<file path="config.mk">
export PLATFORM = sky130hd
export DESIGN_NAME = wav_riff_stream_parser
export DESIGN_NICKNAME = d
export VERILOG_FILES = /design/src/sv/wrp_pkg.sv /design/src/sv/wrp_parse_core.sv /design/src/sv/wrp_rsp_queue.sv /design/src/sv/wav_riff_stream_parser.sv
export VERILOG_INCLUDE_DIRS = /design/src /design/src/sv
export SDC_FILE = /design/constraint.sdc
export NUM_CORES = 1
export LEC_CHECK = 0
export BUFFER_PORTS_ARGS = -buffer_cell sky130_fd_sc_hd__buf_4
export CELL_PAD_IN_SITES_DETAIL_PLACEMENT = 0
export CELL_PAD_IN_SITES_GLOBAL_PLACEMENT = 1
export CORE_MARGIN = 10
export CORE_UTILIZATION = 28
export CTS_CLUSTER_DIAMETER = 100
export DETAILED_ROUTE_END_ITERATION = 8
export PLACE_DENSITY_LB_ADDON = 0.1
export RECOVER_POWER = 50
export SYNTH_ARGS = -nofsm -noshare
export SYNTH_HDL_FRONTEND = slang
export SYNTH_SLANG_ARGS = --single-unit
</file>
<file path="constraint.sdc">
create_clock -name clock -period 5.78 [get_ports clock]
set_input_delay 0.289 -clock clock [delete_from_list [all_inputs] [get_ports clock]]
set_output_delay 0.289 -clock clock [all_outputs]
set_load 0.005 [all_outputs]
</file>
<file path="src/sv/wav_riff_stream_parser_macros.svh">
// Assertion macros used by the result queue module.
// Each macro takes a label, the clock, the reset and an antecedent and a consequent.
`ifndef WAV_RIFF_STREAM_PARSER_MACROS_SVH
`define WAV_RIFF_STREAM_PARSER_MACROS_SVH

`ifndef SYNTHESIS

// Same-cycle implication, disabled during reset.
`define WRP_ASSERT_NOW(label, clk, rst, ante, cons) \
   label: assert property (@(posedge clk) disable iff (rst) (ante) |-> (cons)) \
      else $error("wav_riff_stream_parser: assertion failed");

// Next-cycle implication, disabled during reset.
`define WRP_ASSERT_NEXT(label, clk, rst, ante, cons) \
   label: assert property (@(posedge clk) disable iff (rst) (ante) |=> (cons)) \
      else $error("wav_riff_stream_parser: assertion failed");

`else

`define WRP_ASSERT_NOW(label, clk, rst, ante, cons)
`define WRP_ASSERT_NEXT(label, clk, rst, ante, cons)

`endif

`endif

</file>
<file path="src/sv/wrp_pkg.sv">
`timescale 1ns / 1ps
`default_nettype none

package wrp_pkg;

   // Chunk and header tags, first byte in the most significant position.
   localparam logic [31:0] TAG_RIFF = 32'h5249_4646;
   localparam logic [31:0] TAG_WAVE = 32'h5741_5645;
   localparam logic [31:0] TAG_FMT  = 32'h666D_7420;
   localparam logic [31:0] TAG_DATA = 32'h6461_7461;

   localparam logic [31:0] HEADER_BYTES  = 32'd12;
   localparam logic [31:0] CHDR_BYTES    = 32'd8;
   localparam logic [31:0] FMT_MIN_BYTES = 32'd16;

   localparam logic [15:0] FORMAT_PCM = 16'd1;

   localparam logic KIND_SAMPLE = 1'b0;
   localparam logic KIND_STATUS = 1'b1;

   // Default depth of the result queue; must be at least two.
   localparam int RSP_QUEUE_DEPTH = 4;

   typedef enum logic [2:0] {
      PH_HEADER = 3'd0,
      PH_CHDR   = 3'd1,
      PH_FMT    = 3'd2,
      PH_DATA   = 3'd3,
      PH_SKIP   = 3'd4,
      PH_PAD    = 3'd5,
      PH_DONE   = 3'd6
   } phase_type;

   typedef struct packed {
      logic [7:0] data_byte;
      logic       end_of_file;
   } req_type;

   typedef struct packed {
      logic        kind;
      logic [7:0]  sample_byte;
      logic        run_start;
      logic        ok;
      logic [15:0] channel_count;
      logic [31:0] sample_rate;
      logic [15:0] sample_bits;
      logic        final_res;
   } rsp_type;

   // Results produced by one byte: count is 0, 1 or 2, in order first, second.
   typedef struct packed {
      logic [1:0] count;
      rsp_type    first;
      rsp_type    second;
   } push_type;

endpackage

`default_nettype wire

</file>
<file path="src/sv/wrp_parse_core.sv">
`timescale 1ns / 1ps
`default_nettype none

module wrp_parse_core
   import wrp_pkg::*;
(
   input  wire logic     clock,
   input  wire logic     reset,
   input  wire logic     req_valid,
   output logic          req_stall,
   input  wire req_type  req_data,
   input  wire logic     room,
   output push_type      push
);

   logic      in_valid_ff, in_valid_in;
   req_type   in_ff;
   logic      accept, consume;

   phase_type   phase_ff, phase_in;
   logic [31:0] cnt_ff, cnt_in;
   logic [31:0] tag_ff, tag_in;
   logic [31:0] len_ff, len_in;
   logic [15:0] fmt_tag_ff, fmt_tag_in;
   logic [15:0] chan_ff, chan_in;
   logic [31:0] rate_ff, rate_in;
   logic [15:0] bits_ff, bits_in;
   logic        seen_fmt_ff, seen_fmt_in;
   logic        seen_data_ff, seen_data_in;
   logic        failed_ff, failed_in;

   // The input register holds one byte until the result queue can take
   // everything that byte may produce.
   assign consume   = in_valid_ff && room;
   assign req_stall = in_valid_ff && !room;
   assign accept    = req_valid && !req_stall;

   always_comb begin
      if (accept) begin
         in_valid_in = 1'b1;
      end else if (consume) begin
         in_valid_in = 1'b0;
      end else begin
         in_valid_in = in_valid_ff;
      end
   end

   always_ff @(posedge clock) begin
      if (reset) begin
         in_valid_ff <= 1'b0;
      end else begin
         in_valid_ff <= in_valid_in;
      end
      if (accept) begin
         in_ff <= req_data;
      end
   end

   always_ff @(posedge clock) begin
      if (reset) begin
         phase_ff     <= PH_HEADER;
         cnt_ff       <= '0;
         tag_ff       <= '0;
         len_ff       <= '0;
         fmt_tag_ff   <= '0;
         chan_ff      <= '0;
         rate_ff      <= '0;
         bits_ff      <= '0;
         seen_fmt_ff  <= 1'b0;
         seen_data_ff <= 1'b0;
         failed_ff    <= 1'b0;
      end else begin
         phase_ff     <= phase_in;
         cnt_ff       <= cnt_in;
         tag_ff       <= tag_in;
         len_ff       <= len_in;
         fmt_tag_ff   <= fmt_tag_in;
         chan_ff      <= chan_in;
         rate_ff      <= rate_in;
         bits_ff      <= bits_in;
         seen_fmt_ff  <= seen_fmt_in;
         seen_data_ff <= seen_data_in;
         failed_ff    <= failed_in;
      end
   end

   always_comb begin
      logic [7:0]  b;
      logic [31:0] cnt_inc;
      logic        finish;
      logic        next_chunk;
      logic        ok;

      b          = in_ff.data_byte;
      cnt_inc    = cnt_ff + 32'd1;
      finish     = 1'b0;
      next_chunk = 1'b0;
      ok         = 1'b0;

      phase_in     = phase_ff;
      cnt_in       = cnt_ff;
      tag_in       = tag_ff;
      len_in       = len_ff;
      fmt_tag_in   = fmt_tag_ff;
      chan_in      = chan_ff;
      rate_in      = rate_ff;
      bits_in      = bits_ff;
      seen_fmt_in  = seen_fmt_ff;
      seen_data_in = seen_data_ff;
      failed_in    = failed_ff;
      push         = '0;

      if (consume) begin
         unique case (phase_ff)
            PH_HEADER: begin
               tag_in = {tag_ff[23:0], b};
               if (cnt_ff == 32'd3 && tag_in != TAG_RIFF) begin
                  failed_in = 1'b1;
               end
               if (cnt_ff == 32'd11 && tag_in != TAG_WAVE) begin
                  failed_in = 1'b1;
               end
               cnt_in = cnt_inc;
               if (cnt_inc == HEADER_BYTES) begin
                  cnt_in   = '0;
                  phase_in = failed_in ? PH_DONE : PH_CHDR;
               end
            end
            PH_CHDR: begin
               if (cnt_ff == 32'd0) begin
                  len_in = '0;
               end
               if (cnt_ff < 32'd4) begin
                  tag_in = {tag_ff[23:0], b};
               end else begin
                  // Length arrives little-endian in header bytes four to seven.
                  case (cnt_ff[1:0])
                     2'd0:    len_in[7:0]   = len_in[7:0] | b;
                     2'd1:    len_in[15:8]  = len_in[15:8] | b;
                     2'd2:    len_in[23:16] = len_in[23:16] | b;
                     default: len_in[31:24] = len_in[31:24] | b;
                  endcase
               end
               cnt_in = cnt_inc;
               if (cnt_inc == CHDR_BYTES) begin
                  cnt_in = '0;
                  if (tag_in == TAG_FMT) begin
                     if (len_in < FMT_MIN_BYTES) begin
                        failed_in = 1'b1;
                        phase_in  = PH_SKIP;
                     end else begin
                        seen_fmt_in = 1'b0;
                        phase_in    = PH_FMT;
                     end
                  end else if (tag_in == TAG_DATA) begin
                     seen_data_in = 1'b1;
                     phase_in     = PH_DATA;
                  end else begin
                     phase_in = PH_SKIP;
                  end
                  if (len_in == 32'd0) begin
                     finish = 1'b1;
                  end
               end
            end
            PH_FMT: begin
               if (cnt_ff < FMT_MIN_BYTES) begin
                  case (cnt_ff[3:0])
                     4'd0:    fmt_tag_in = {8'd0, b};
                     4'd1:    fmt_tag_in = fmt_tag_ff | {b, 8'd0};
                     4'd2:    chan_in = {8'd0, b};
                     4'd3:    chan_in = chan_ff | {b, 8'd0};
                     4'd4:    rate_in = {24'd0, b};
                     4'd5:    rate_in = rate_ff | {16'd0, b, 8'd0};
                     4'd6:    rate_in = rate_ff | {8'd0, b, 16'd0};
                     4'd7:    rate_in = rate_ff | {b, 24'd0};
                     4'd14:   bits_in = {8'd0, b};
                     4'd15:   bits_in = bits_ff | {b, 8'd0};
                     default: ;
                  endcase
               end
               cnt_in = cnt_inc;
               if (cnt_inc == FMT_MIN_BYTES) begin
                  seen_fmt_in = 1'b1;
               end
               finish = (cnt_inc == len_ff);
            end
            PH_DATA: begin
               push.count             = 2'd1;
               push.first.kind        = KIND_SAMPLE;
               push.first.sample_byte = b;
               push.first.run_start   = (cnt_ff == 32'd0);
               cnt_in                 = cnt_inc;
               finish                 = (cnt_inc == len_ff);
            end
            PH_SKIP: begin
               cnt_in = cnt_inc;
               finish = (cnt_inc == len_ff);
            end
            PH_PAD: begin
               next_chunk = 1'b1;
            end
            PH_DONE: ;
            default: ;
         endcase

         if (finish) begin
            cnt_in = '0;
            if (len_in[0]) begin
               phase_in = PH_PAD;
            end else begin
               next_chunk = 1'b1;
            end
         end
         if (next_chunk) begin
            cnt_in   = '0;
            phase_in = (seen_fmt_in && seen_data_in) ? PH_DONE : PH_CHDR;
         end

         if (in_ff.end_of_file) begin
            ok = (phase_in != PH_HEADER) && !failed_in && seen_fmt_in &&
                 (fmt_tag_in == FORMAT_PCM);
            if (push.count == 2'd0) begin
               push.count                = 2'd1;
               push.first.kind           = KIND_STATUS;
               push.first.ok             = ok;
               push.first.channel_count  = ok ? chan_in : 16'd0;
               push.first.sample_rate    = ok ? rate_in : 32'd0;
               push.first.sample_bits    = ok ? bits_in : 16'd0;
               push.first.final_res      = 1'b1;
            end else begin
               push.count                = 2'd2;
               push.second.kind          = KIND_STATUS;
               push.second.ok            = ok;
               push.second.channel_count = ok ? chan_in : 16'd0;
               push.second.sample_rate   = ok ? rate_in : 32'd0;
               push.second.sample_bits   = ok ? bits_in : 16'd0;
               push.second.final_res     = 1'b1;
            end
            phase_in     = PH_HEADER;
            cnt_in       = '0;
            tag_in       = '0;
            len_in       = '0;
            fmt_tag_in   = '0;
            chan_in      = '0;
            rate_in      = '0;
            bits_in      = '0;
            seen_fmt_in  = 1'b0;
            seen_data_in = 1'b0;
            failed_in    = 1'b0;
         end
      end
   end

endmodule

`default_nettype wire

</file>
<file path="src/sv/wrp_rsp_queue.sv">
`timescale 1ns / 1ps
`default_nettype none

`include "wav_riff_stream_parser_macros.svh"

module wrp_rsp_queue
   import wrp_pkg::*;
#(
   parameter int DEPTH = RSP_QUEUE_DEPTH
) (
   input  wire logic     clock,
   input  wire logic     reset,
   input  wire push_type push,
   output logic          room,
   output logic          rsp_valid,
   input  wire logic     rsp_stall,
   output rsp_type       rsp_data
);

   localparam int PTR_W = (DEPTH > 1) ? $clog2(DEPTH) : 1;
   localparam int CNT_W = $clog2(DEPTH + 1);
   localparam logic [PTR_W-1:0] LAST_PTR = PTR_W'(DEPTH - 1);

   rsp_type          mem_ff [DEPTH];
   logic [PTR_W-1:0] wr_ptr_ff, wr_ptr_in;
   logic [PTR_W-1:0] rd_ptr_ff, rd_ptr_in;
   logic [CNT_W-1:0] count_ff, count_in;
   logic [PTR_W-1:0] wr_ptr_next;
   logic             pop;

   function automatic logic [PTR_W-1:0] ptr_inc(input logic [PTR_W-1:0] p);
      ptr_inc = (p == LAST_PTR) ? '0 : p + PTR_W'(1);
   endfunction

   // Room means space for two results even if nothing leaves this cycle.
   assign room        = (count_ff <= CNT_W'(DEPTH - 2));
   assign rsp_valid   = (count_ff != '0);
   assign rsp_data    = mem_ff[rd_ptr_ff];
   assign pop         = rsp_valid && !rsp_stall;
   assign wr_ptr_next = ptr_inc(wr_ptr_ff);

   always_comb begin
      rd_ptr_in = pop ? ptr_inc(rd_ptr_ff) : rd_ptr_ff;
      case (push.count)
         2'd1:    wr_ptr_in = wr_ptr_next;
         2'd2:    wr_ptr_in = ptr_inc(wr_ptr_next);
         default: wr_ptr_in = wr_ptr_ff;
      endcase
      count_in = count_ff + CNT_W'(push.count) - CNT_W'(pop);
   end

   always_ff @(posedge clock) begin
      if (reset) begin
         wr_ptr_ff <= '0;
         rd_ptr_ff <= '0;
         count_ff  <= '0;
      end else begin
         wr_ptr_ff <= wr_ptr_in;
         rd_ptr_ff <= rd_ptr_in;
         count_ff  <= count_in;
      end
   end

   always_ff @(posedge clock) begin
      if (push.count != 2'd0) begin
         mem_ff[wr_ptr_ff] <= push.first;
      end
      if (push.count == 2'd2) begin
         mem_ff[wr_ptr_next] <= push.second;
      end
   end

   `WRP_ASSERT_NOW(a_no_overflow, clock, reset, 1'b1, count_ff <= CNT_W'(DEPTH))
   `WRP_ASSERT_NOW(a_push_needs_room, clock, reset, push.count != 2'd0, room)
   `WRP_ASSERT_NEXT(a_pop_only_drains, clock, reset, pop && push.count == 2'd0, count_ff == $past(count_ff) - CNT_W'(1))
   `WRP_ASSERT_NOW(a_status_last, clock, reset, push.count == 2'd2, push.first.kind == KIND_SAMPLE && push.second.final_res)

endmodule

`default_nettype wire

</file>
<file path="src/sv/wav_riff_stream_parser.sv">
`timescale 1ns / 1ps
`default_nettype none

// WAV RIFF stream parser. Feed the file one byte per beat on the req_ channel
// and mark its final byte with end_of_file; the block accepts one byte every
// cycle while not stalled, set by a single pass of tag-compare and counter logic
// between its input register and its result queue. Each byte inside a data chunk
// yields one sample beat on the rsp_ channel (run_start flags the first byte of
// each data chunk), and the end_of_file byte yields a status beat carrying ok and,
// when ok, the channel count, sample rate and bits per sample from the fmt chunk.
// When the final byte is itself a sample, its sample beat comes first and the
// status beat second, so that byte yields two beats on the output. A byte's
// result beats pass from the input register into the result queue, which offers
// them in order; a beat leaves at a clock edge where the output is not stalled. The
// input stalls only when the result queue lacks room for two beats, which
// happens only under output backpressure. After the end_of_file byte all
// parsing state returns to its reset values and the next byte begins a new
// file. No clearing pass is needed after reset.

module wav_riff_stream_parser
   import wrp_pkg::*;
#(
   parameter int RSP_DEPTH = RSP_QUEUE_DEPTH
) (
   input  wire logic    clock,
   input  wire logic    reset,
   input  wire logic    req_valid,
   output logic         req_stall,
   input  wire req_type req_data,
   output logic         rsp_valid,
   input  wire logic    rsp_stall,
   output rsp_type      rsp_data
);

   // Results from the parse step travel to the queue as one group.
   push_type push;
   logic     room;

   // Parse core: input register, chunk walker state and result forming.
   wrp_parse_core u_core (
      .clock     (clock),
      .reset     (reset),
      .req_valid (req_valid),
      .req_stall (req_stall),
      .req_data  (req_data),
      .room      (room),
      .push      (push)
   );

   // Result queue: takes up to two beats per cycle and hands out one per beat.
   wrp_rsp_queue #(
      .DEPTH (RSP_DEPTH)
   ) u_queue (
      .clock     (clock),
      .reset     (reset),
      .push      (push),
      .room      (room),
      .rsp_valid (rsp_valid),
      .rsp_stall (rsp_stall),
      .rsp_data  (rsp_data)
   );

endmodule

`default_nettype wire

</file>
# [Word level (Yosys, flattened, before mapping)]
# Memory sizes are Yosys's and may differ from the RTL's. A register that Yosys moved wholly into a read port is not among the register bits.
# Index checks and enable logic that the tools add are counted.
# Widths: inputs -> output; s select.
[word_totals] regBits=199 mem_bits_rw=304 in_bits=13 output_inout_bits=78 n_memories=1
[mem_list] memory="u_queue.mem_ff" words=4 width=76 rd=1 rd_clocked_by_memory_dff=1 wr=2 line="wrp_rsp_queue.sv:24" source="rsp_type mem_ff [DEPTH];"
[classes] n_addsub=6 order_cmp=4 n_eq_ne=33 mux=112 n_bitwise=10 n_reduce_logical=32
[op_table] op="$mux 32" n=22
[op_table] op="$mux 66" n=4
[op_table] op="$mux 16" n=12
[op_table] op="$pmux 32 s4" n=1
[op_table] op="$eq 32x4->1 const B" n=3
[op_table] op="$pmux 16 s2" n=3
[op_table] op="$pmux 32 s3" n=1
[op_table] op="$mux 79" n=1
[op_table] op="$mux 67" n=1
[op_table] op="$eq 32x31->1 const B" n=2
[op_table] op="$logic_not 32->1" n=2
[op_table] op="$lt 32x5->1 const B" n=2
[op_table] op="$ne 32x31->1 const B" n=2
[op_table] op="$pmux 32 s2" n=1
[op_table] op="$or 16x16->16" n=3
[op_table] op="$mux 3" n=13
[op_table] op="$mux 1" n=36
[op_table] op="$add 32x1->32 const B" n=1
[op_table] op="$eq 32x2->1 const B" n=1
[op_table] op="$eq 32x32->1" n=1
[op_table] op="$eq 32x5->1 const B" n=1
[op_table] op="$lt 32x3->1 const B" n=1
[op_table] op="$mux 8" n=4
[op_table] op="$or 32x16->32" n=1
[op_table] op="other kinds (34)" n=78

# [Depth between registers and ports, before layout]
[logic_depth] word_depth=30 mapped_depth=15

# [Cells and area by module]
# Synthesis repeated with hierarchy kept, for this count alone.
[hier_totals] hier_cells=2298 area_unflattened_um2=26749.4
[modules_own_cells] module="wrp_rsp_queue" n_inst=1 cells_per_inst=802 area_per_inst_um2=15278.4 seq_area_each_um2=9308.9
[modules_own_cells] module="wrp_parse_core" n_inst=1 cells_per_inst=1496 area_per_inst_um2=11471.0 seq_area_each_um2=3933.8

# [Worst setup path before layout]
# No wires, ideal clock.
[synth_timing] path_kind="reg2reg" from="register u_core.cnt_ff[12]" to="memory u_queue.mem_ff[1][10] (netlist bit) (data pin)" t_arrival_ns=4.037 path_slack_ns=1.488 path_stages_with_launch=15 path_buffers=4 path_cell_list="dfxtp_1 buf_2 nand3_2 or3_1 buf_2 or4_1 xnor2_1 nor4_1 nand4_1 or4_1 a211oi_2 a311oi_4 buf_6 buf_2 and3_1"
[synth_rtl] element="start: declaration" line="wrp_parse_core.sv:21" source="logic [31:0] cnt_ff, cnt_in;"
[synth_rtl] element="start signal: assignment" line="wrp_parse_core.sv:74" source="cnt_ff <= cnt_in;"
[synth_rtl] element="end: declaration" line="wrp_rsp_queue.sv:24"

==> run summary <==
Area fraction of the dominant cell type after synthesis = 33.9%
RSZ-0062 raised after global routing = no
Clk pin slew, worst setup/hold paths = 0.06 ns
Final WS setup = 0.680 ns
Total die area = 0.0985 mm^2
Post-route ant nets = 0
Maximum fanout along the worst path = 76
Number of flops mapped to enable cells by yosys = 273
Clk_skew = 0.0178 ns
Seq cells post-synth = 501
Vias in the first global route = 18400
Post-synthesis instance total = 2182
Worst-skew pair later-pin latency = 0.63 ns
Leading cell type in the layout, fill and taps excluded = edfxtp_1
Setup_tns = 0 ns
Syn. warnings = 0
Sequential share of the synthesized area = 52.8%
DIE HEIGHT = 314 um
First DRT Iteration DRCs = 1307
Relative slew margins = -128%
Most frequent cells in the layout = edfxtp_1, and3_1, nor2_1, dfxtp_1, a22oi_1
Synth top area cells = edfxtp_1, dfxtp_1, mux4_2
Drt wl/cell = 23.9 um
P per Cell Area = 318 mW/mm^2
GRT Overall Usage = 16.0%
FFs w/ async S/R, synth = 0%
RD Place Congestion = 0.837
Row Count = 107
GRT overflow = 0
Least-Margin Pin Slew = 3.43 ns
IO Count = 91
Hold Crit Start = rsp_stall
Period utilization = 88.2%
Pre-CTS setup slack = 0.809 ns
Failing checks = capacitance limit, slew limit
DR vias = 18200
Setup CP Type = reg2reg
WP data arrival = 5.45 ns
Largest net degree at the start of global routing = 77
Cell variety after synth = 82
Synth area leader = edfxtp_1
F_max = 196 MHz
Core area = 0.0854 mm^2
DRT Wirelength = 81.3 mm
Hold WC Path Type = in2reg
Total CTS buffers = 60
Status = finished, violations left
Detailed placement HPWL = 50.0 mm
Static leakage = 10.2 nW
Final Hold Vio Count = 0
Die W = 314 um
Mapped Nets = 2217
Routing usage on met2 = 28.3%
CTS tree = done
Crit start category = flop
First drt pass iteration count = 5
Starting Density = 28.3%
Crit path time final = 5.10 ns
Largest vdd supply drop = 0.236 mV
Clock tree root driver cell = clkbuf_16
Area growth syn-to-layout = 16.2%
Met1 Use GR = 20.6%
Max-Cap Viols = 4
H-tree levels = 2
Avg Vias per Cell = 5.35
First-pass GRT wire length = 122 mm
Mapped Area = 0.0242 mm^2
DRC Markers = 0
Kind of end point of the critical path = flop
GRT busiest layer = met2
Final Slew Violations = 237
CP Launch Point = u_core.cnt_ff[8]
Diode count = 0
Initial antenna violation count = 0
Share of cells above drive strength 1 = 15.1%
Max Root-Sink Buffers = 3
Most used DFF post-synth = edfxtp_1
CP required = 6.13 ns
Syn Area/Cell = 11.1 um^2
Count of port buffers added during placement = 90
# fillers = 8755
Pwr Total = 8.93 mW
Critical R2R Launch = u_core.cnt_ff[8]
Final #Nets = 2238
Grt met3 use = 2.05%
# setup viols final = 0
Clock sink count = 501
sequential cells by signal, summed over array words and instances, names as in the netlist, 2 cells and up, named ones only:
name,count
u_core.in_ff,9
u_queue.wr_ptr_ff,2
u_core.tag_ff,32
u_core.len_ff,32
u_queue.mem_ff,300
u_queue.rd_ptr_ff,2
u_core.bits_ff,16
u_core.cnt_ff,32
u_core.chan_ff,16
u_queue.count_ff,3
u_core.phase_ff,3
u_core.fmt_tag_ff,16
u_core.rate_ff,32
cell type report:
type                       count  area [um^2]  area share (%)
clock buffer                  77         1650            5.86
clock inverter                36          384            1.37
inverter                      31          116           0.414
multi-input combinational   1436        10500            37.3
sequential                   501        12800            45.5
tap                         1144         1430            5.10
timing repair buffer         173         1280            4.54
where the power goes:
group | switching (mW) | internal [mW]
Clock | 1.60 | 2.28
Sequential | 0.0644 | 3.80
Combinational | 0.673 | 0.503
cells by family after synthesis:
logic type | synth area share [%]
DFF | 52.8
adders and majority gates | 1.17
muxes | 7.37
and+or+nand+nor | 18.7
AOI/OAI and AO/OA | 13.8
xor gates and xnor gates | 1.88
buffers and inverters | 4.24
final timing paths:
| check | cells past startpoint | to | slack, ns |
|---|---|---|---|
| max reg2reg | 12 | u_queue.mem_ff[0][64] | 0.68 |
| min reg2reg | 2 | u_core.seen_fmt_ff | 0.47 |
| min | 4 | flop | 0.09 |
| max | 12 | u_queue.mem_ff[0][64] | 0.68 |
layer usage:
metal	vias up	wire (um)
li1	8413	-
met1	9271	35500
met2	410	40900
met3	85	3250
met4	0	1700
met5	-	0
synth_stat cells, types with 6 or more instances:
master / count
a211oi_1: 26
a21oi_1: 78
a22o_1: 83
a22oi_1: 136
a2bb2oi_1: 7
a311oi_1: 6
a31oi_1: 26
a32oi_1: 7
a41oi_1: 9
and2_1: 24
and3_1: 248
buf_1: 17
buf_2: 30
buf_4: 14
clkbuf_1: 150
dfxtp_1: 228
edfxtp_1: 273
ha_1: 21
inv_1: 31
mux2i_1: 7
mux4_2: 75
nand2_1: 65
nand2b_1: 13
nand3_1: 41
nand3b_1: 7
nand4_1: 21
nor2_1: 228
nor2b_1: 12
nor3_1: 40
nor3b_1: 28
nor4_1: 38
o21ai_0: 28
or3_1: 11
xnor2_1: 36
xor2_1: 16
metrics by stage:
step	instance area (um^2)	hold WS [ns]	util, %	cells
after global routing	28100	0.0757	32.9	3398
after global placement	26200	0.458	30.6	3275
final	28100	0.0909	32.9	3398
after CTS	28300	0.0582	33.1	3398
after detailed placement	26200	0.461	30.6	3275
after floorplan	24200	0.388	-	2182
timing repair:
item	4_1_cts	5_1_grt
gates resized for setup	0	0
endpoints found under the hold margin	10	0
setup buffers	0	0
hold buffers	10	0
worst max-delay path, cell delays in order, from the launching register on:
cell and delay, ns:
dfxtp_1 0.63, nand3_1 0.30, or3_1 0.61, or4_1 0.64, xnor2_1 0.20, nor4_1 0.41
nand4_1 0.28, or4_1 0.59, a211oi_2 0.40, a311oi_4 0.17, buf_12 0.18, buf_12 0.17
nor3b_1 0.18
Power figures use the tool's default switching activity.
